File: config.mk
export PLATFORM = sky130hd
export DESIGN_NAME = pmfs_regs
export DESIGN_NICKNAME = d
export VERILOG_FILES = /design/src/sv/pmfs_pkg.sv /design/src/sv/pmfs_regs.sv
export SDC_FILE = /design/constraint.sdc
export NUM_CORES = 1
export LEC_CHECK = 0
export ABC_AREA = 1
export BUFFER_PORTS_ARGS = -buffer_cell sky130_fd_sc_hd__buf_4
export CAP_MARGIN = 10
export CORE_MARGIN = 4
export CORE_UTILIZATION = 35
export DETAILED_ROUTE_END_ITERATION = 6
export SLEW_MARGIN = 10
export SYNTH_ARGS = -nofsm -noshare
export SYNTH_HDL_FRONTEND = slang
export SYNTH_SLANG_ARGS = --single-unit
export TNS_END_PERCENT = 30
File: constraint.sdc
create_clock -name clk -period 2 [get_ports clk]
set_clock_uncertainty 0.1 [all_clocks]
set_input_delay 0.1 -clock clk [delete_from_list [all_inputs] [get_ports clk]]
set_output_delay 0.1 -clock clk [all_outputs]
set_load 0.01 [all_outputs]
File: src/sv/pmfs_pkg.sv
// Package for the particle motion/fade step block: config, command, status types,
// opcode and state enums, and saturation helpers. No dependencies.
package pmfs_pkg;

  localparam int ADDR_W    = 5;
  localparam int DIV_STEPS = 48;
  localparam int CNT_W     = $clog2(DIV_STEPS);
  localparam int Q_ONE     = 65536;

  typedef enum logic [2:0] {
    REG_DAMPING  = 3'd0,
    REG_LIFESPAN = 3'd1,
    REG_START    = 3'd2,
    REG_END      = 3'd3,
    REG_SPAWN_X  = 3'd4,
    REG_SPAWN_Y  = 3'd5
  } reg_idx_t;

  typedef enum logic [1:0] {
    FUNC_STEP    = 2'd0,
    FUNC_IMPULSE = 2'd1,
    FUNC_RESTART = 2'd2,
    FUNC_NOP     = 2'd3
  } func_t;

  typedef struct packed {
    logic        [17:0] damping;
    logic        [30:0] lifespan;
    logic        [31:0] start_rgba;
    logic        [31:0] end_rgba;
    logic signed [31:0] spawn_x;
    logic signed [31:0] spawn_y;
  } cfg_t;

  typedef enum logic [4:0] {
    OP_NONE, OP_LOAD,
    OP_MUL_VXD, OP_POS_X, OP_MUL_VYD, OP_POS_Y,
    OP_MUL_VXK, OP_VEL_X, OP_MUL_VYK, OP_VEL_Y,
    OP_LIFE, OP_DIV_INIT, OP_DIV, OP_FRAC,
    OP_CH_MUL, OP_CH_WR, OP_IMPULSE, OP_RESTART, OP_EMIT
  } op_t;

  typedef enum logic [4:0] {
    S_IDLE, S_DISPATCH,
    S_MUL_VXD, S_POS_X, S_MUL_VYD, S_POS_Y,
    S_MUL_VXK, S_VEL_X, S_MUL_VYK, S_VEL_Y,
    S_LIFE, S_DIV_INIT, S_DIV, S_FRAC,
    S_CH_MUL, S_CH_WR, S_IMPULSE, S_RESTART, S_FINISH
  } state_t;

  typedef struct packed {
    op_t op;
  } dp_cmd_t;

  typedef struct packed {
    func_t func;
    logic  div_last;
    logic  ch_last;
    logic  out_free;
  } dp_status_t;

  // clamp a 49-bit signed value to the signed 32-bit range
  function automatic logic signed [31:0] sat32(input logic signed [48:0] v);
    logic signed [31:0] r;
    if (v > 49'sh0_0000_7FFF_FFFF) r = 32'sh7FFF_FFFF;
    else if (v < -49'sh0_0000_8000_0000) r = 32'sh8000_0000;
    else r = v[31:0];
    return r;
  endfunction

  // clamp a blended channel to 0..255
  function automatic logic [7:0] sat_chan(input logic signed [42:0] v);
    logic [7:0] r;
    if (v < 0) r = 8'd0;
    else if (v > 43'sd255) r = 8'd255;
    else r = v[7:0];
    return r;
  endfunction

endpackage

File: src/sv/pmfs_regs.sv
// APB-style configuration register file for the particle step block.
// Depends on pmfs_pkg.
module pmfs_regs
  import pmfs_pkg::*;
(
  input  logic              clk,
  input  logic              rst,
  input  logic              psel,
  input  logic              penable,
  input  logic              pwrite,
  input  logic [ADDR_W-1:0] paddr,
  input  logic [31:0]       pwdata,
  output logic [31:0]       prdata,
  output logic              pready,
  output cfg_t              cfg
);

  logic     wr_en;
  reg_idx_t idx;

  assign pready = 1'b1;
  assign wr_en  = psel && penable && pwrite;
  assign idx    = reg_idx_t'(paddr[ADDR_W-1:2]);

  always_ff @(posedge clk) begin
    if (rst) begin
      cfg.damping    <= 18'd65536;
      cfg.lifespan   <= 31'd65536;
      cfg.start_rgba <= 32'hFFFF_FFFF;
      cfg.end_rgba   <= 32'd0;
      cfg.spawn_x    <= 32'sd0;
      cfg.spawn_y    <= 32'sd0;
    end else if (wr_en) begin
      unique case (idx)
        REG_DAMPING:  cfg.damping    <= pwdata[17:0];
        REG_LIFESPAN: cfg.lifespan   <= pwdata[30:0];
        REG_START:    cfg.start_rgba <= pwdata;
        REG_END:      cfg.end_rgba   <= pwdata;
        REG_SPAWN_X:  cfg.spawn_x    <= $signed(pwdata);
        REG_SPAWN_Y:  cfg.spawn_y    <= $signed(pwdata);
        default: ;
      endcase
    end
  end

  always_comb begin
    unique case (idx)
      REG_DAMPING:  prdata = {14'd0, cfg.damping};
      REG_LIFESPAN: prdata = {1'b0, cfg.lifespan};
      REG_START:    prdata = cfg.start_rgba;
      REG_END:      prdata = cfg.end_rgba;
      REG_SPAWN_X:  prdata = cfg.spawn_x;
      REG_SPAWN_Y:  prdata = cfg.spawn_y;
      default:      prdata = 32'd0;
    endcase
  end

endmodule

Word level (Yosys, flattened, before mapping)
Cells that the tools add are included.
- flip-flop bits (word level): 177
- bits of input ports: 42
- output and inout bits: 210
- word-level logic and storage cells: 21
- equality and inequality tests: 5
- mux-type cells: 1
- reductions and logical operators: 9
- operators by type and width (kind ; count):
    $pmux 32 s6 ; 1
    $reduce_and 2->1 ; 6
    $eq 3x2->1 const B ; 2
    $eq 3x3->1 const B ; 2
    $eq 3x1->1 const B ; 1
    $logic_not 3->1 ; 1
    $logic_and 1x1->1 ; 2

Depth between registers and ports, before layout
- word-level depth: 3
- mapped depth: 9
- depth with buffers taken out: 7

Least setup slack after synthesis
OpenSTA, ideal clock, no wires.
- path type: input port to flip-flop
- start point: input port pwrite
- end point: register cfg[154] (netlist name)
- library setup time: 0.113 ns
- arrival time: 0.921 ns
- data required time: 1.787 ns
- setup slack: 0.866 ns
- stages on the path: 7
- cell sequence: nand3_4 -> inv_2 -> buf_2 -> buf_2 -> nand3_1 -> nand2_1 -> nor2_1
- cells in the longest elaborated chain, start to end: 2
- RTL lines (item ; line ; text):
    start, declared ; pmfs_regs.sv:10 ; input logic pwrite,
    $logic_and 1x1->1 ; pmfs_regs.sv:22 ; assign wr_en = psel && penable && pwrite;
    $reduce_and 2->1 (no line) ; n/a ;
    end, declared ; pmfs_regs.sv:15 ; output cfg_t cfg
Every way passes these cells.
A chain may end at the register's enable or synchronous reset.

Final worst setup path
- start point: input port paddr[4]
- end point: output port prdata[12]
- cells in the longest elaborated chain, start to end: 2
- RTL lines (item ; line ; text):
    start, declared ; pmfs_regs.sv:11 ; input logic [ADDR_W-1:0] paddr,
    $eq 3x3->1 (tied with other cells) ; pmfs_regs.sv:47 ; unique case (idx)
    $pmux 32 s6 * ; pmfs_regs.sv:47 ;
    end, declared ; pmfs_regs.sv:13 ; output logic [31:0] prdata,
Every way passes the cells marked *; elsewhere a longest branch is shown, timed or not.

==> results.md <==
- DRC violations left: 0
- Biggest register: cfg
- Destination of the worst hold path: cfg[144]
- Final hold viol count: 0
- Post-route cell area: 11,720 sq um
- Yosys Warn Count: 0
- Max reg flops: about 180
- Final instance count without filler cells: 1,957
- Final Util: 0.4818
- Leading area contributor after synthesis: dfxtp_1
- Hold Crit Start: penable
- Placer Congestion: 0.8437
- Netlist cell types: 20
- CP Max Fanout: 30
- Clock network power share: 0.407
- Clock transition at path regs: approximately 0.06 ns
- WHS Path Cells: 4
- Max IR drop VDD: 0.5160 mV
- Max Clk Rate: between 500 and 600 MHz
- Initial Util: 0.3553
- Pleak: 5.644 nW
- Multi-input gate area: 4234 sq um
- Clock Root Buffer: clkbuf_16
- DR top layer: met4
- Overflow after GRT: 0
- RSZ-0062 raised after global routing: false
- Tot GR Track Use: 0.2374
- Combinational Power Share: 0.119
- DIE WIDTH: 165.1 um
- Critical Path RT: 1.80 ns
- FF/Latch Area: 3543 sq um
- Post-CTS Setup Inserts: 0
- CTS Sinks: 177
- Fraction of layout instances using a drive strength above 1: 0.2009
- Final WL: 33,020 um
- CP peak stage delay: ~0.60 ns
- Critical-path top delay cell: dlygate4sd3_1
- Wire length on met3: 2466 um
- P per Cell Area: between 600 and 700 nW/um^2
- Row Count: 57
- Number of global-route vias before repair: 8,668
- Reg2reg path depth: 2
- Drt first pass iters: 7
- First-pass GRT wire length: 49,710 um
- CP cell instances: buf_4 -> dlygate4sd3_1 -> nor2_4 -> buf_12 -> nand2_1 -> nand2_1 -> inv_1 -> nand2_1 -> buf_4
- DR iter-0 viols: 672
- Cell Area, Placed: 10,850 sq um
- Cell-internal power: 0.005539 W
- Hold Crit Class: primary input to flip-flop
- Worst r2r src: cfg[170]
- Worst Setup Start Kind: primary input
- Die area: ~27,000 sq um
- Num CTS Buffers: 17
- Status: completed
- Initial antenna violation count: 0
- Largest regs: cfg: 177 flops
- Commonest non-fill, non-tap cells in the layout: 389 x nor2_1, 368 x nand2_1, 268 x buf_4
- Core area: 24,320 sq um
- CTS Buffer Depth: 2
- Crit path time final: about 1.9 ns
- Number of top-level pins: 252
- WL met2: between 15,000 and 20,000 um
- Sequential element share of the synthesized area: 0.4101
- Setup TNS: 0 ns
- Share of the synthesized area in the top cell type: 0.4101
- Detail Route Antenna Nets: 0
- Synthesized flop and latch total: 177
- Final net count: 1,663
- TritonCTS clock tree: built
- Skew-Pair Late Insertion Delay: 0.42 ns
- WP data arrival: around 1.7 ns
- Pin count of the biggest net entering global routing: 80
- Fin crit share: 0.9584
- Syn Nets: 1,425
- Largest cells by area after synthesis: dfxtp_1 41%, nor2_1 17%, nand2_1 16%, nand3_1 9.1%, nand4_1 5.1%
- DR WL/cell: between 15 and 20 um
- Area delta synth->final: 35.59%
- Detailed-route via count: between 9,000 and 10,000
- Fill count: 2,548
- Netlist Area Pre-Place: 8641 sq um
- Fin. max-slew vios: 0
- Syn Area/Cell: 6.248 sq um
- Max-cap violations: 0
- Critical path class: primary input to output pin
- H-tree levels: 4
- Switch Pwr: 0.002068 W
- Ant. Diodes: 0
- Most common cell after layout, fill and taps aside: nor2_1
- Die height: between 150 and 200 um
- Sequential share of power: 0.474
- Most frequent CP cell: nand2_1
- Synth Instances: around 1,400
- CP Capture Type: output pin
- Worst flop-to-flop path endpoint: cfg[170]
- Post-route met1 wirelength: 12,900 um
- Post-DP HPWL: 23,720 um
- Port bufs: 248
- Switching Fraction: 0.2719
- Drt via density: around 4.8
- Reg2reg setup slack: 1.25 ns
- Finish-stage setup viols: 0
- WHS: 0.08928 ns
- Placed Instances: about 1,900
routing by layer:
layer	up-vias	track usage
li1	4770	-
met1	4264	0.2737
met2	317	0.4310
met3	41	0.06255
met4	0	0.06767
met5	-	0
repair_timing:
| item | 4_1_cts | 5_1_grt |
|---|---|---|
| setup endpoints to repair | 0 | 0 |
| hold buffers | 34 | 0 |
| gates resized for setup | 0 | 0 |
| hold endpoints to repair | 100 | 0 |
how the worst max path moves through the flow:
| stage | startpoint | end | depth (start not counted) |
|---|---|---|---|
| floorplan | pwrite | cfg[154] | 7 |
| finish | paddr[4] | prdata[12] | 9 |
| global placement | paddr[2] | cfg[101] | 8 |
| global route | paddr[4] | prdata[12] | 9 |
| detailed placement | paddr[2] | cfg[102] | 8 |
| CTS | paddr[4] | prdata[12] | 9 |
stage by stage:
step / total power (W) / setup WS, ns
floorplan: 0.004135 / 0.8658
global placement: 0.004533 / 0.2471
detailed placement: 0.004541 / 0.1997
CTS: 0.007666 / 0.08789
global route: 0.007891 / 0.002066
finish: 0.007608 / 0.08325
cell families after synthesis:
| group | synth area share |
|---|---|
| compound gates | 0.001737 |
| simple gates | 0.4873 |
| flops | 0.4101 |
| other cells | 0.0004340 |
| buf+inv | 0.1005 |
worst max-delay path: cells and delay by family:
family        cells  cell delay [ns]
buf+inv           5             1.15
simple gates      4             0.46
layout make-up:
class / instances / area share
inverters: 109 / 0.03513
repair buffers: 314 / 0.2213
multi-input cells: 1002 / 0.3614
flip-flops and latches: 177 / 0.3024
clock inverters: 11 / 0.007048
well taps: 324 / 0.03460
clock buffers: 20 / 0.03812
synth_stat cells, drive strengths merged:
master and count:
a21oi 1, buf 70, clkbuf 25, clkinv 1, conb 1, dfxtp 177
inv 108, nand2 369, nand3 161, nand4 70, nor2 398, o21ai 2
power groups by stage:
stage	Sequential (W)	Clock (W)	Combinational [W]
global route	0.00361	0.00329	0.000989
CTS	0.00361	0.00315	0.000907
floorplan	0.00370	0	0.000434
finish	0.00361	0.00309	0.000904
detailed placement	0.00369	0	0.000851
global placement	0.00369	0	0.000845
No activity file was read; power rests on OpenSTA's default activity.
