[config.mk]
export PLATFORM = sky130hd
export DESIGN_NAME = pmfs_ctrl
export DESIGN_NICKNAME = d
export VERILOG_FILES = /design/src/sv/pmfs_pkg.sv /design/src/sv/pmfs_ctrl.sv
export SDC_FILE = /design/constraint.sdc
export NUM_CORES = 1
export LEC_CHECK = 0
export BUFFER_PORTS_ARGS = -buffer_cell sky130_fd_sc_hd__buf_2
export CAP_MARGIN = 15
export CORE_AREA = 2 2 39 41
export DETAILED_ROUTE_END_ITERATION = 6
export DIE_AREA = 0 0 41 43
export GPL_ROUTABILITY_DRIVEN = 0
export HOLD_SLACK_MARGIN = 0.03
export PLACE_DENSITY_LB_ADDON = 0.25
export SLEW_MARGIN = 20
export SYNTH_ARGS = -nofsm -noshare
export SYNTH_HDL_FRONTEND = slang
export SYNTH_SLANG_ARGS = --single-unit
[constraint.sdc]
create_clock -name clk -period 1.2 [get_ports clk]
set_input_delay 0.24 -clock clk [delete_from_list [all_inputs] [get_ports clk]]
set_output_delay 0.24 -clock clk [all_outputs]
set_load 0.02 [all_outputs]
[src/sv/pmfs_pkg.sv]
// Package for the particle motion/fade step block: config, command, status types,
// opcode and state enums, and saturation helpers. No dependencies.
package pmfs_pkg;

  localparam int ADDR_W    = 5;
  localparam int DIV_STEPS = 48;
  localparam int CNT_W     = $clog2(DIV_STEPS);
  localparam int Q_ONE     = 65536;

  typedef enum logic [2:0] {
    REG_DAMPING  = 3'd0,
    REG_LIFESPAN = 3'd1,
    REG_START    = 3'd2,
    REG_END      = 3'd3,
    REG_SPAWN_X  = 3'd4,
    REG_SPAWN_Y  = 3'd5
  } reg_idx_t;

  typedef enum logic [1:0] {
    FUNC_STEP    = 2'd0,
    FUNC_IMPULSE = 2'd1,
    FUNC_RESTART = 2'd2,
    FUNC_NOP     = 2'd3
  } func_t;

  typedef struct packed {
    logic        [17:0] damping;
    logic        [30:0] lifespan;
    logic        [31:0] start_rgba;
    logic        [31:0] end_rgba;
    logic signed [31:0] spawn_x;
    logic signed [31:0] spawn_y;
  } cfg_t;

  typedef enum logic [4:0] {
    OP_NONE, OP_LOAD,
    OP_MUL_VXD, OP_POS_X, OP_MUL_VYD, OP_POS_Y,
    OP_MUL_VXK, OP_VEL_X, OP_MUL_VYK, OP_VEL_Y,
    OP_LIFE, OP_DIV_INIT, OP_DIV, OP_FRAC,
    OP_CH_MUL, OP_CH_WR, OP_IMPULSE, OP_RESTART, OP_EMIT
  } op_t;

  typedef enum logic [4:0] {
    S_IDLE, S_DISPATCH,
    S_MUL_VXD, S_POS_X, S_MUL_VYD, S_POS_Y,
    S_MUL_VXK, S_VEL_X, S_MUL_VYK, S_VEL_Y,
    S_LIFE, S_DIV_INIT, S_DIV, S_FRAC,
    S_CH_MUL, S_CH_WR, S_IMPULSE, S_RESTART, S_FINISH
  } state_t;

  typedef struct packed {
    op_t op;
  } dp_cmd_t;

  typedef struct packed {
    func_t func;
    logic  div_last;
    logic  ch_last;
    logic  out_free;
  } dp_status_t;

  // clamp a 49-bit signed value to the signed 32-bit range
  function automatic logic signed [31:0] sat32(input logic signed [48:0] v);
    logic signed [31:0] r;
    if (v > 49'sh0_0000_7FFF_FFFF) r = 32'sh7FFF_FFFF;
    else if (v < -49'sh0_0000_8000_0000) r = 32'sh8000_0000;
    else r = v[31:0];
    return r;
  endfunction

  // clamp a blended channel to 0..255
  function automatic logic [7:0] sat_chan(input logic signed [42:0] v);
    logic [7:0] r;
    if (v < 0) r = 8'd0;
    else if (v > 43'sd255) r = 8'd255;
    else r = v[7:0];
    return r;
  endfunction

endpackage

[src/sv/pmfs_ctrl.sv]
// Sequencer for the particle step block: walks the datapath through one item.
// Depends on pmfs_pkg.
module pmfs_ctrl
  import pmfs_pkg::*;
(
  input  logic       clk,
  input  logic       rst,
  input  logic       item_valid,
  output logic       item_ready,
  input  dp_status_t status,
  output dp_cmd_t    cmd
);

  state_t state, state_next;

  always_ff @(posedge clk) begin
    if (rst) state <= S_IDLE;
    else     state <= state_next;
  end

  always_comb begin
    state_next = state;
    cmd.op     = OP_NONE;
    item_ready = 1'b0;
    unique case (state)
      S_IDLE: begin
        item_ready = 1'b1;
        if (item_valid) begin
          cmd.op     = OP_LOAD;
          state_next = S_DISPATCH;
        end
      end
      S_DISPATCH: begin
        unique case (status.func)
          FUNC_STEP:    state_next = S_MUL_VXD;
          FUNC_IMPULSE: state_next = S_IMPULSE;
          FUNC_RESTART: state_next = S_RESTART;
          default:      state_next = S_FINISH;
        endcase
      end
      S_MUL_VXD: begin cmd.op = OP_MUL_VXD; state_next = S_POS_X;  end
      S_POS_X:   begin cmd.op = OP_POS_X;   state_next = S_MUL_VYD; end
      S_MUL_VYD: begin cmd.op = OP_MUL_VYD; state_next = S_POS_Y;  end
      S_POS_Y:   begin cmd.op = OP_POS_Y;   state_next = S_MUL_VXK; end
      S_MUL_VXK: begin cmd.op = OP_MUL_VXK; state_next = S_VEL_X;  end
      S_VEL_X:   begin cmd.op = OP_VEL_X;   state_next = S_MUL_VYK; end
      S_MUL_VYK: begin cmd.op = OP_MUL_VYK; state_next = S_VEL_Y;  end
      S_VEL_Y:   begin cmd.op = OP_VEL_Y;   state_next = S_LIFE;   end
      S_LIFE:    begin cmd.op = OP_LIFE;    state_next = S_DIV_INIT; end
      S_DIV_INIT: begin cmd.op = OP_DIV_INIT; state_next = S_DIV; end
      S_DIV: begin
        cmd.op = OP_DIV;
        if (status.div_last) state_next = S_FRAC;
      end
      S_FRAC:   begin cmd.op = OP_FRAC;   state_next = S_CH_MUL; end
      S_CH_MUL: begin cmd.op = OP_CH_MUL; state_next = S_CH_WR;  end
      S_CH_WR: begin
        cmd.op     = OP_CH_WR;
        state_next = status.ch_last ? S_FINISH : S_CH_MUL;
      end
      S_IMPULSE: begin cmd.op = OP_IMPULSE; state_next = S_FINISH; end
      S_RESTART: begin cmd.op = OP_RESTART; state_next = S_FINISH; end
      S_FINISH: begin
        if (status.out_free) begin
          cmd.op     = OP_EMIT;
          state_next = S_IDLE;
        end
      end
      default: state_next = S_IDLE;
    endcase
  end

endmodule

Yosys cells after proc, flatten, opt, wreduce, memory -nomap -nowiden
Cells that the tools add are included.

word-level totals
  input port bits = 8
  logic and storage cells = 38
  flip-flop bits (word level) = 5
  output and inout port bits = 6

cells by class
  eq/ne operators = 23
  multiplexer cells = 10
  reduce and logical (&&, ||, !) cells = 4

operators by type and width
  operator                                              number
  case mux 5 bit (18 select lines)                      2
  equality test 5 x 4 -> 1 bit (second input constant)  8
  2-to-1 mux 5 bit                                      5
  equality test 5 x 3 -> 1 bit (second input constant)  4
  equality test 5 bit (second input constant)           3
  case mux 5 bit (3 select lines)                       1
  equality test 5 x 2 -> 1 bit (second input constant)  2
  != test 2 bit (second input constant)                 3
  equality test 5 x 1 -> 1 bit (second input constant)  1
  logical NOT 5 bit                                     1
  AND reduction 3 bit                                   1
  equality test 2 x 1 -> 1 bit (second input constant)  1
  equality test 2 bit (second input constant)           1
  logical NOT 2 bit                                     1
  2-to-1 mux 1 bit                                      2
  OR reduction 2 bit                                    1

Depth between registers and ports, before layout
Gate-level depths: netlist of run 1.

  depth after elaboration = 3
  mapped depth = 5
  mapped depth without buffers = 5

Worst setup path before layout of run 1
OpenSTA, ideal clock, no wires.

  path type = reg2out
  from = register state[3]
  to = output item_ready
  stages on the path, launching flop included = 4
  data arrival time = 1.284 ns
  slack = -0.324 ns
  path through = dfxtp_1 buf_6 or3_4 nor3_1

on the way
  longest elaborated chain between the ends = 2

ends and longest elaborated chain
  what                    RTL line         source
  start, declared         pmfs_ctrl.sv:14  state_t state, state_next;
  start signal, assigned  pmfs_ctrl.sv:18  else state <= state_next;
  logical NOT 5 bit       pmfs_ctrl.sv:25  unique case (state)
  2-to-1 mux 1 bit        pmfs_ctrl.sv:25
  end, declared           pmfs_ctrl.sv:9   output logic item_ready,

Every way passes these cells.

==> results of run 1 <==
[logic make-up (layout without fill, tap and decap cells)]
kind of cell             Yosys count  after routing
multiplexers                       1              1
AO/OA/AOI/OAI                     15             15
AND/OR/NAND/NOR                   24             24
adder cells (fa/ha/maj)            2              2
flip-flops                         5              5
buffers and inverters             10             38
[power by group through the flow]
stage	Combinational [mW]	Sequential [mW]	Clock [mW]
finish	1.39	0.280	0.195
global route	1.47	0.283	0.214
CTS	1.20	0.271	0.202
detailed placement	1.01	0.256	0
global placement	1.02	0.257	0
floorplan	0.680	0.242	0
[cells in the mapped netlist (all sizes together)]
cell type  instances  area, sq um
nand2b             1         6.26
a211oi             1         7.51
ha                 2         25.0
dfxtp              5          100
or3                2         17.5
nor4               2         12.5
mux2i              1         10.0
o21ai              1         5.00
o221ai             1         8.76
nor2               6         22.5
nor3               3         15.0
a21oi              6         30.0
a22oi              1         7.51
o32ai              1         16.3
nand2              6         22.5
a21o               1         8.76
a31oi              1         6.26
nor2b              2         12.5
a32oi              1         8.76
buf                5         31.3
inv                5         18.8
o41ai              1         8.76
nand3              2         10.0
[final cells by class]
cell class | count | area, sq um | area share
Clock buffer | 3 | 22.5 | 0.0285
Clock inverter | 1 | 5.00 | 0.00633
Inverter | 5 | 21.3 | 0.0269
Multi-Input combinational cell | 42 | 370 | 0.468
Sequential cell | 5 | 106 | 0.134
Tap cell | 16 | 20.0 | 0.0253
Timing Repair Buffer | 29 | 245 | 0.310
[critical path: stages, from the launching register on]
cell	delay [ps]
dfxtp_1	310
or3_4	430
a21o_2	210
buf_6	120
[how the worst max path moves through the flow]
stage | end | from | slack [ps] | cells past startpoint
3_5_place_dp | cmd[1] | state[0]$_SDFFE_PP0P_ | -130 | 4
5_1_grt | cmd[0] | state[3]$_SDFFE_PP0P_ | -400 | 3
3_3_place_gp | cmd[1] | state[0]$_SDFFE_PP0P_ | -150 | 4
6_report | cmd[0] | state[1]$_SDFFE_PP0P_ | -360 | 3
4_1_cts | cmd[0] | state[2]$_SDFFE_PP0P_ | -370 | 3
2_1_floorplan | cmd[0] | state[3]$_SDFFE_PP0P_ | -100 | 4
[per-layer routing]
layer	up-vias	track usage	share of wire	wire length (um)
met2	14	0.294	0.55	787
met4	0	0.0400	0	0
met1	256	0.204	0.41	580
met5	-	0	0	0
met3	0	0.0785	0.038	54
li1	262	-	-	-
[per-stage QoR]
stage / cells / setup TNS, ps / hold WS (ps) / setup slack [ps]
after detailed placement: 92 / -313 / 481 / -127
final: 101 / -1460 / 230 / -363
after CTS: 100 / -1280 / 213 / -374
after floorplan: 57 / -228 / 309 / -104
after global routing: 101 / -1780 / 230 / -395
after global placement: 92 / -357 / 485 / -151
[what timing repair did]
item                       in CTS  in global routing
setup endpoints to repair       8                  9
setup buffers                   4                  4
hold buffers                    0                  0
pin swaps                       3                  8
resized for setup              25                 16
==> flow_metrics.py, run 1 <==
metrics = {
    "global_routing": {
        "grt_overflow_total": 0,
        "antenna_found_initial": 0,
        "grt_max_degree": 12,
        "grtUsageTotal": 0.179,
        "grt_pass1_vias": 492,
        "grt_pass1_wl_mm": 2.08,
    },
    "cts": {
        "clkSinkCount": 5,
        "cts_root_buffer": "clkbuf_4",
        "tritoncts": "built",
        "cts_buffer_depth": 2,
        "cts_made_buffers": 3,
        "htree_num_levels": 1,
        "clk_latency_ps": 240,
        "cts.clk_slew.worst_paths_ps": 50,
    },
    "detailed_routing": {
        "vias": 532,
        "drt_drc_violations_left": 0,
        "drt_wl_total_mm": 1.42,
        "vias_per_cell": 5.27,
        "first_iter_violations": 5,
        "avgRoutedWirePerCell_um": 14.1,
        "detail-route-antenna-nets": 0,
        "drt_pre_antenna_iters": 2,
    },
    "logic_synthesis": {
        "synth_top_family_by_area": "simple AND/OR/NAND/NOR gates",
        "synth_fa_ha_area_frac": 0.0608,
        "synth_nets": 67,
        "synth_xor_area_frac": 0,
        "yosysWarnings": 0,
        "yosysSeqAreaShare": 0.243,
        "syn_inst": 57,
        "synth_area_per_cell_sq_um": 7.22,
        "synth_cell_types": 25,
        "syn-cell-area_sq_um": 412,
        "ys_seq_elements": 5,
        "synth-simple-area-share": 0.289,
        "yosys-mux-area-fraction": 0.0243,
        "synth_compound_area_frac": 0.261,
    },
    "timing": {
        "rsz0062_at_grt": "yes",
        "fin_crit_sh": 1.30,
        "clock.fmax_mhz": 640,
        "hold_viol": 0,
        "max_slew_margin": 0.790,
        "tightestPinTransition_ps": 313,
        "fin_skew_ps": 1.74,
        "setup-violations-final": 8,
        "maxSlewViolCount": 0,
        "period_minus_slack_ps": 1560,
        "fin_ws_ps": -363,
    },
    "power_and_ir_drop": {
        "internal_power_mw": 1.05,
        "pwr-share-comb": 0.745,
        "irDropWorstVdd_uv": 1360,
        "power_density_nw_per_um2": 2360,
        "clkPwrFrac": 0.105,
        "p_switching_mw": 0.815,
        "seqPwrFrac": 0.150,
        "leakagePower_nw": 0.349,
        "swShare": 0.438,
        "p_total_mw": 1.86,
    },
    "floorplan": {
        "die-area_sq_um": 1760,
        "die_h_um": 43,
        "rows": 14,
        "ioPinCount": 14,
        "core_sq_um": 1380,
        "initial_core_util": 0.297,
        "die_w_um": 41,
    },
    "setup_path": {
        "critPathArrivalTime_ps": 1320,
        "worstSetupPathType": "flop to primary output",
        "cp.required_ps": 960,
        "r2r_slack_ps": -70,
        "critPathMaxFanout": 5,
        "rr_worst_depth": 5,
        "endpoint_kind": "primary output",
        "reg2reg_to": "state[4]$_SDFFE_PP0P_",
        "r2r-start": "state[1]$_SDFFE_PP0P_",
        "startpoint_type": "flop",
    },
    "outcome": {
        "violations": "negative setup slack",
        "outcome": "finished, violations left",
    },
    "finish": {
        "layout_commonest_cell": "buf_6",
        "fillers": 130,
        "fin_util": 0.571,
        "largest_register": "state",
        "largest_reg_flops": 5,
        "final_cell_mix": "buf_6 (12), buf_4 (10), buf_2 (7), nand2_1 (6), inv_1 (4)",
        "top_regs": "state x5",
        "final_nets": 96,
        "antennaDiodeCount": 0,
        "drive_gt1_frac": 0.659,
        "final_area_sq_um": 791,
        "syn_to_final_growth_pct": 92.1,
    },
    "worst_hold_path": {
        "hp-class": "primary input to flop",
        "holdPathStages": 2,
        "hold_start": "rst",
        "whs_endpoint": "state[4]$_SDFFE_PP0P_",
    },
    "placement": {
        "placed_area_sq_um": 578,
        "hpwl_um": 869,
        "portBuffers": 13,
    },
    "flow_run": {
        "drv_cap": 0,
    },
}
(Power assumes the default switching activity.)
==> run 2, diff against run 1 <==
--- a/config.mk
+++ b/config.mk
@@ -5,6 +5,7 @@
 export SDC_FILE = /design/constraint.sdc
 export NUM_CORES = 1
 export LEC_CHECK = 0
+export ABC_AREA = 1
 export BUFFER_PORTS_ARGS = -buffer_cell sky130_fd_sc_hd__buf_2
 export CAP_MARGIN = 15
 export CORE_AREA = 2 2 39 41
==> flow_metrics.py, run 2 <==
metrics = {
    "outcome": {
        "outcome": "finished, violations left",
        "violations": "negative setup slack",
    },
    "finish": {
        "largest_reg_flops": 5,
        "final_nets": 129,
        "register_area_sq_um": 119,
        "drive_gt1_frac": 0.585,
        "final_cell_mix": "buf_4 (15), inv_1 (10), nand2_1 (9), buf_2 (9), nand3_1 (8)",
        "finalNonFillerCells": 134,
        "largest_register": "state",
        "fin_util": 0.630,
        "syn_to_final_growth_pct": 66.7,
        "multi_input_area_sq_um": 407,
        "fillers": 121,
        "layout_commonest_cell": "buf_4",
        "antennaDiodeCount": 0,
        "top_regs": "state x5",
    },
    "logic_synthesis": {
        "syn-cell-area_sq_um": 523,
        "yosysSeqAreaShare": 0.191,
        "synthTopCellsByCount": "nand2_1 (15), inv_1 (14), nand3_1 (9)",
        "synth_area_per_cell_sq_um": 6.15,
        "syn_inst": 85,
        "ys_seq_elements": 5,
        "yosysWarnings": 0,
        "synth_edf_count": 0,
        "synth_cell_types": 23,
        "synth-async-reset-ratio": 0,
        "yosysTopAreaCell": "dfxtp_1",
        "synth_top_area_frac": 0.191,
        "synth_nets": 95,
        "yosys_most_used_dff": "dfxtp_1",
        "yosysMostFrequentCell": "nand2_1",
        "synthTopCellsByArea": "dfxtp_1 (19%), nand2_1 (11%), inv_1 (10%), nand3_1 (8.6%), nand4_1 (6.0%)",
    },
    "power_and_ir_drop": {
        "p_total_mw": 1.64,
        "leakagePower_nw": 0.454,
        "power_density_nw_per_um2": 1880,
        "irDropWorstVdd_uv": 1200,
    },
    "cts": {
        "holdBufCountCts": 0,
        "tritoncts": "built",
        "clkSinkCount": 5,
        "htree_num_levels": 1,
        "clk_latency_ps": 240,
        "cts_made_buffers": 3,
        "cts_root_buffer": "clkbuf_4",
        "cts.clk_slew.worst_paths_ps": 40,
        "cts_buffer_depth": 2,
    },
    "detailed_routing": {
        "drt_pre_antenna_iters": 4,
        "vias_per_cell": 5.04,
        "drt_drc_violations_left": 0,
        "avgRoutedWirePerCell_um": 10.8,
        "first_iter_violations": 14,
        "drt_wl_total_mm": 1.45,
        "detail-route-antenna-nets": 0,
        "vias": 676,
    },
    "setup_path": {
        "worstSetupPathType": "flop to primary output",
        "rr_worst_depth": 12,
        "critPathMaxFanout": 6,
        "critPathSlowestCell": "dfxtp_4",
        "endpoint_kind": "primary output",
        "cp.required_ps": 960,
        "startpoint_type": "flop",
        "cp_common_cell": "nor2_4",
        "critPathArrivalTime_ps": 1280,
        "path_cells": "nor2_4 -> nand2_2 -> nor2_4 -> nand2_1 -> nand4_1 -> buf_6",
        "max_stage_delay_ps": 370,
    },
    "global_routing": {
        "grtUsageTotal": 0.190,
        "grt_overflow_total": 0,
        "grt_pass1_wl_mm": 2.35,
        "grt_max_degree": 9,
        "antenna_found_initial": 0,
        "grt_pass1_vias": 602,
    },
    "floorplan": {
        "rows": 14,
        "die_h_um": 43,
        "ioPinCount": 14,
        "die_w_um": 41,
        "core_sq_um": 1380,
        "die-area_sq_um": 1760,
        "initial_core_util": 0.378,
    },
    "timing": {
        "fin_setup_tns_ps": -1310,
        "fin_skew_ps": 2.57,
        "fin_ws_ps": -315,
        "hold_viol": 0,
        "fin_crit_sh": 1.26,
        "max_slew_margin": 0.873,
        "setup-violations-final": 8,
        "period_minus_slack_ps": 1520,
        "clock.fmax_mhz": 660,
        "rsz0062_at_grt": "yes",
        "tightestPinTransition_ps": 190,
        "maxSlewViolCount": 0,
    },
    "placement": {
        "dpl.cell_count": 126,
        "place_ws_ps": -113,
        "portBuffers": 13,
        "hpwl_mm": 1.12,
    },
    "worst_hold_path": {
        "holdPathStages": 2,
        "hp-class": "primary input to flop",
    },
    "flow_run": {
        "drv_cap": 0,
    },
}
## run 2: changes by cell type after synthesis, moves of 5 or more
cell and delta:
nand3_1 +7, nand2_1 +9, nand4_1 +5, inv_1 +9
## run 2: area by class of cell
cell class              count  share of cell area
flip-flops and latches      5               0.136
multi-input cells          62               0.466
clock buffers               4              0.0301
inverters                  17              0.0861
repair buffers             30               0.258
well taps                  16              0.0230
## run 2: kinds of logic after synthesis
family	share of synthesized area
simple gates	0.483
buf+inv	0.144
flops	0.191
compound gates	0.134
fa+ha+maj	0.0478
## run 2: worst max-delay path: cells and delay by family (launching register included)
| kind | cells | cell delay (ps) |
|---|---|---|
| flip-flops | 1 | 370 |
| buffers and inverters | 1 | 120 |
| AND/OR/NAND/NOR | 5 | 550 |
## run 2: routing by layer
| layer | up-vias | track usage | wire (um) |
|---|---|---|---|
| met4 | 0 | 0.0800 | 10 |
| li1 | 343 | - | - |
| met3 | 2 | 0.0157 | 37 |
| met2 | 13 | 0.316 | 756 |
| met1 | 318 | 0.235 | 645 |
| met5 | - | 0 | 0 |
## run 2: path summary, 6_finish.rpt
check / from / to / slack [ps]
worst min-delay path: rst / state[3]$_SDFFE_PP0P_ / 220
worst max register to register: state[0]$_SDFFE_PP0P_ / state[1]$_SDFFE_PP0P_ / -130
worst min register to register: state[0]$_SDFFE_PP0P_ / state[2]$_SDFFE_PP0P_ / 710
worst max-delay path: state[3]$_SDFFE_PP0P_ / cmd[0] / -320
## run 2: where the power goes
| part | leakage (nW) | switching, mW | internal (mW) | total (mW) |
|---|---|---|---|---|
| clock | 0.0150 | 0.0686 | 0.126 | 0.194 |
| combinational | 0.395 | 0.584 | 0.526 | 1.11 |
| sequential | 0.0445 | 0.0988 | 0.235 | 0.333 |
## run 2: stage by stage
step	instance area, sq um	hold WS [ps]
finish	872	219
global route	872	230
CTS	795	223
detailed placement	732	470
global placement	732	473
floorplan	561	293
## run 2: repair_timing
| action | 4_1_cts | 5_1_grt |
|---|---|---|
| resized for setup | 12 | 22 |
| setup endpoints to repair | 6 | 11 |
| cloned | 0 | 0 |
| pin swaps | 0 | 10 |
| buffers inserted | 2 | 2 |
==> run 3, diff against run 2 <==
--- a/config.mk
+++ b/config.mk
@@ -14,6 +14,7 @@
 export GPL_ROUTABILITY_DRIVEN = 0
 export HOLD_SLACK_MARGIN = 0.03
 export PLACE_DENSITY_LB_ADDON = 0.25
+export SKIP_CTS_REPAIR_TIMING = 1
 export SLEW_MARGIN = 20
 export SYNTH_ARGS = -nofsm -noshare
 export SYNTH_HDL_FRONTEND = slang
==> flow_metrics.py, run 3 (same netlist as run 2, synthesis figures left out) <==
metrics = {
    "finish": {
        "drive_gt1_frac": 0.565,
        "largest_reg_flops": 5,
        "antennaDiodeCount": 0,
        "final_cell_mix": "buf_4 (14), inv_1 (11), nand2_1 (9), nand2_2 (9), buf_2 (8)",
        "final_area_sq_um": 833,
        "layout_commonest_cell": "buf_4",
        "top_regs": "state x5",
        "largest_register": "state",
        "syn_to_final_growth_pct": 59.3,
        "fillers": 133,
        "final_nets": 126,
    },
    "timing": {
        "fin_skew_ps": 1.82,
        "clock.fmax_mhz": 661,
        "setup-violations-final": 6,
        "period_minus_slack_ps": 1510,
        "tightestPinTransition_ps": 207,
        "max_slew_margin": 0.862,
        "maxSlewViolCount": 0,
        "fin_crit_sh": 1.26,
        "hold_viol": 0,
        "rsz0062_at_grt": "yes",
        "fin_ws_ps": -313,
    },
    "placement": {
        "portBuffers": 13,
        "hpwl_mm": 1.12,
        "place_ws_ps": -113,
        "placed_area_sq_um": 732,
    },
    "detailed_routing": {
        "drt_wl_total_mm": 1.35,
        "detail-route-antenna-nets": 0,
        "vias_per_cell": 5.05,
        "vias": 661,
        "first_iter_violations": 11,
        "drt_pre_antenna_iters": 4,
        "avgRoutedWirePerCell_um": 10.3,
        "drt_drc_violations_left": 0,
    },
    "power_and_ir_drop": {
        "seqPwrFrac": 0.209,
        "power_density_nw_per_um2": 1820,
        "p_total_mw": 1.52,
        "swShare": 0.460,
        "leakagePower_nw": 0.429,
        "pwr-share-comb": 0.665,
        "irDropWorstVdd_uv": 1090,
        "p_switching_mw": 0.699,
        "internal_power_mw": 0.819,
        "clkPwrFrac": 0.126,
    },
    "floorplan": {
        "initial_core_util": 0.378,
        "ioPinCount": 14,
        "die-area_sq_um": 1760,
        "die_w_um": 41,
        "rows": 14,
        "die_h_um": 43,
        "core_sq_um": 1380,
    },
    "cts": {
        "htree_num_levels": 1,
        "cts_buffer_depth": 2,
        "cts_made_buffers": 3,
        "clk_latency_ps": 240,
        "cts.clk_slew.worst_paths_ps": 40,
        "cts_root_buffer": "clkbuf_4",
        "tritoncts": "built",
        "clkSinkCount": 5,
    },
    "global_routing": {
        "grt_max_degree": 9,
        "grt_pass1_vias": 592,
        "grt_use_met1": 0.222,
        "grt-busiest-layer": "met2",
        "grt_pass1_wl_mm": 2.23,
        "use_met3": 0.0157,
        "antenna_found_initial": 0,
        "grt_overflow_total": 0,
        "use_met2": 0.300,
        "grtUsageTotal": 0.181,
    },
    "outcome": {
        "violations": "negative setup slack",
        "outcome": "finished, violations left",
    },
    "setup_path": {
        "worstSetupPathType": "flop to primary output",
        "cp.required_ps": 960,
        "critPathMaxFanout": 5,
        "endpoint_kind": "primary output",
        "critPathArrivalTime_ps": 1270,
        "startpoint_type": "flop",
    },
    "worst_hold_path": {
        "hp-class": "primary input to flop",
    },
    "flow_run": {
        "drv_cap": 0,
    },
}
[run 3: changes by cell type in the layout (fill, tap and decap cells not counted), moves of 2 or more]
| cell | change |
|---|---|
| dfxtp_2 | +2 |
| dfxtp_4 | -2 |
| nand2_2 | +2 |
| nand2_4 | -2 |
[run 3: path summary, 6_finish.rpt]
kind | startpoint | to | slack, ps | depth (start not counted)
setup / recovery | state[3]$_SDFFE_PP0P_ | cmd[0] | -310 | 6
hold reg to reg | state[0]$_SDFFE_PP0P_ | state[2]$_SDFFE_PP0P_ | 700 | 3
hold / removal | rst | state[3]$_SDFFE_PP0P_ | 220 | 2
setup reg to reg | state[3]$_SDFFE_PP0P_ | state[1]$_SDFFE_PP0P_ | -10 | 8
[run 3: stage by stage]
step	utilization	setup TNS [ps]	hold slack, ps	instances
after floorplan	-	-104	293	85
after global placement	0.529	-160	473	126
after detailed placement	0.529	-189	470	126
after CTS	0.548	-1260	223	130
after global routing	0.602	-1650	229	131
final	0.602	-1060	222	131
[run 3: worst max-delay path: stages (launching register included)]
cell     delay (ps)
dfxtp_4         390
nand2_2          60
nor2_1          150
o21ai_1          90
and2_1          140
nand4_1          80
buf_6           120
[run 3: area by class of cell]
cell class	instances	area (sq um)	share of cell area
Inverter	17	72.6	0.0871
Sequential cell	5	114	0.137
Clock buffer	4	26.3	0.0315
Tap cell	16	20.0	0.0240
Timing Repair Buffer	27	201	0.242
Multi-Input combinational cell	62	399	0.479
[run 3: power groups by stage]
stage	Clock [mW]	Combinational (mW)	Sequential, mW
after floorplan	0	0.600	0.284
after global placement	0	0.842	0.306
after detailed placement	0	0.849	0.306
after CTS	0.194	0.852	0.303
after global routing	0.204	1.12	0.328
final	0.191	1.01	0.317
[run 3: layer usage]
metal	wire, um	share of wire
met1	602	0.45
met2	699	0.52
met3	34	0.025
met4	11	0.0082
met5	0	0
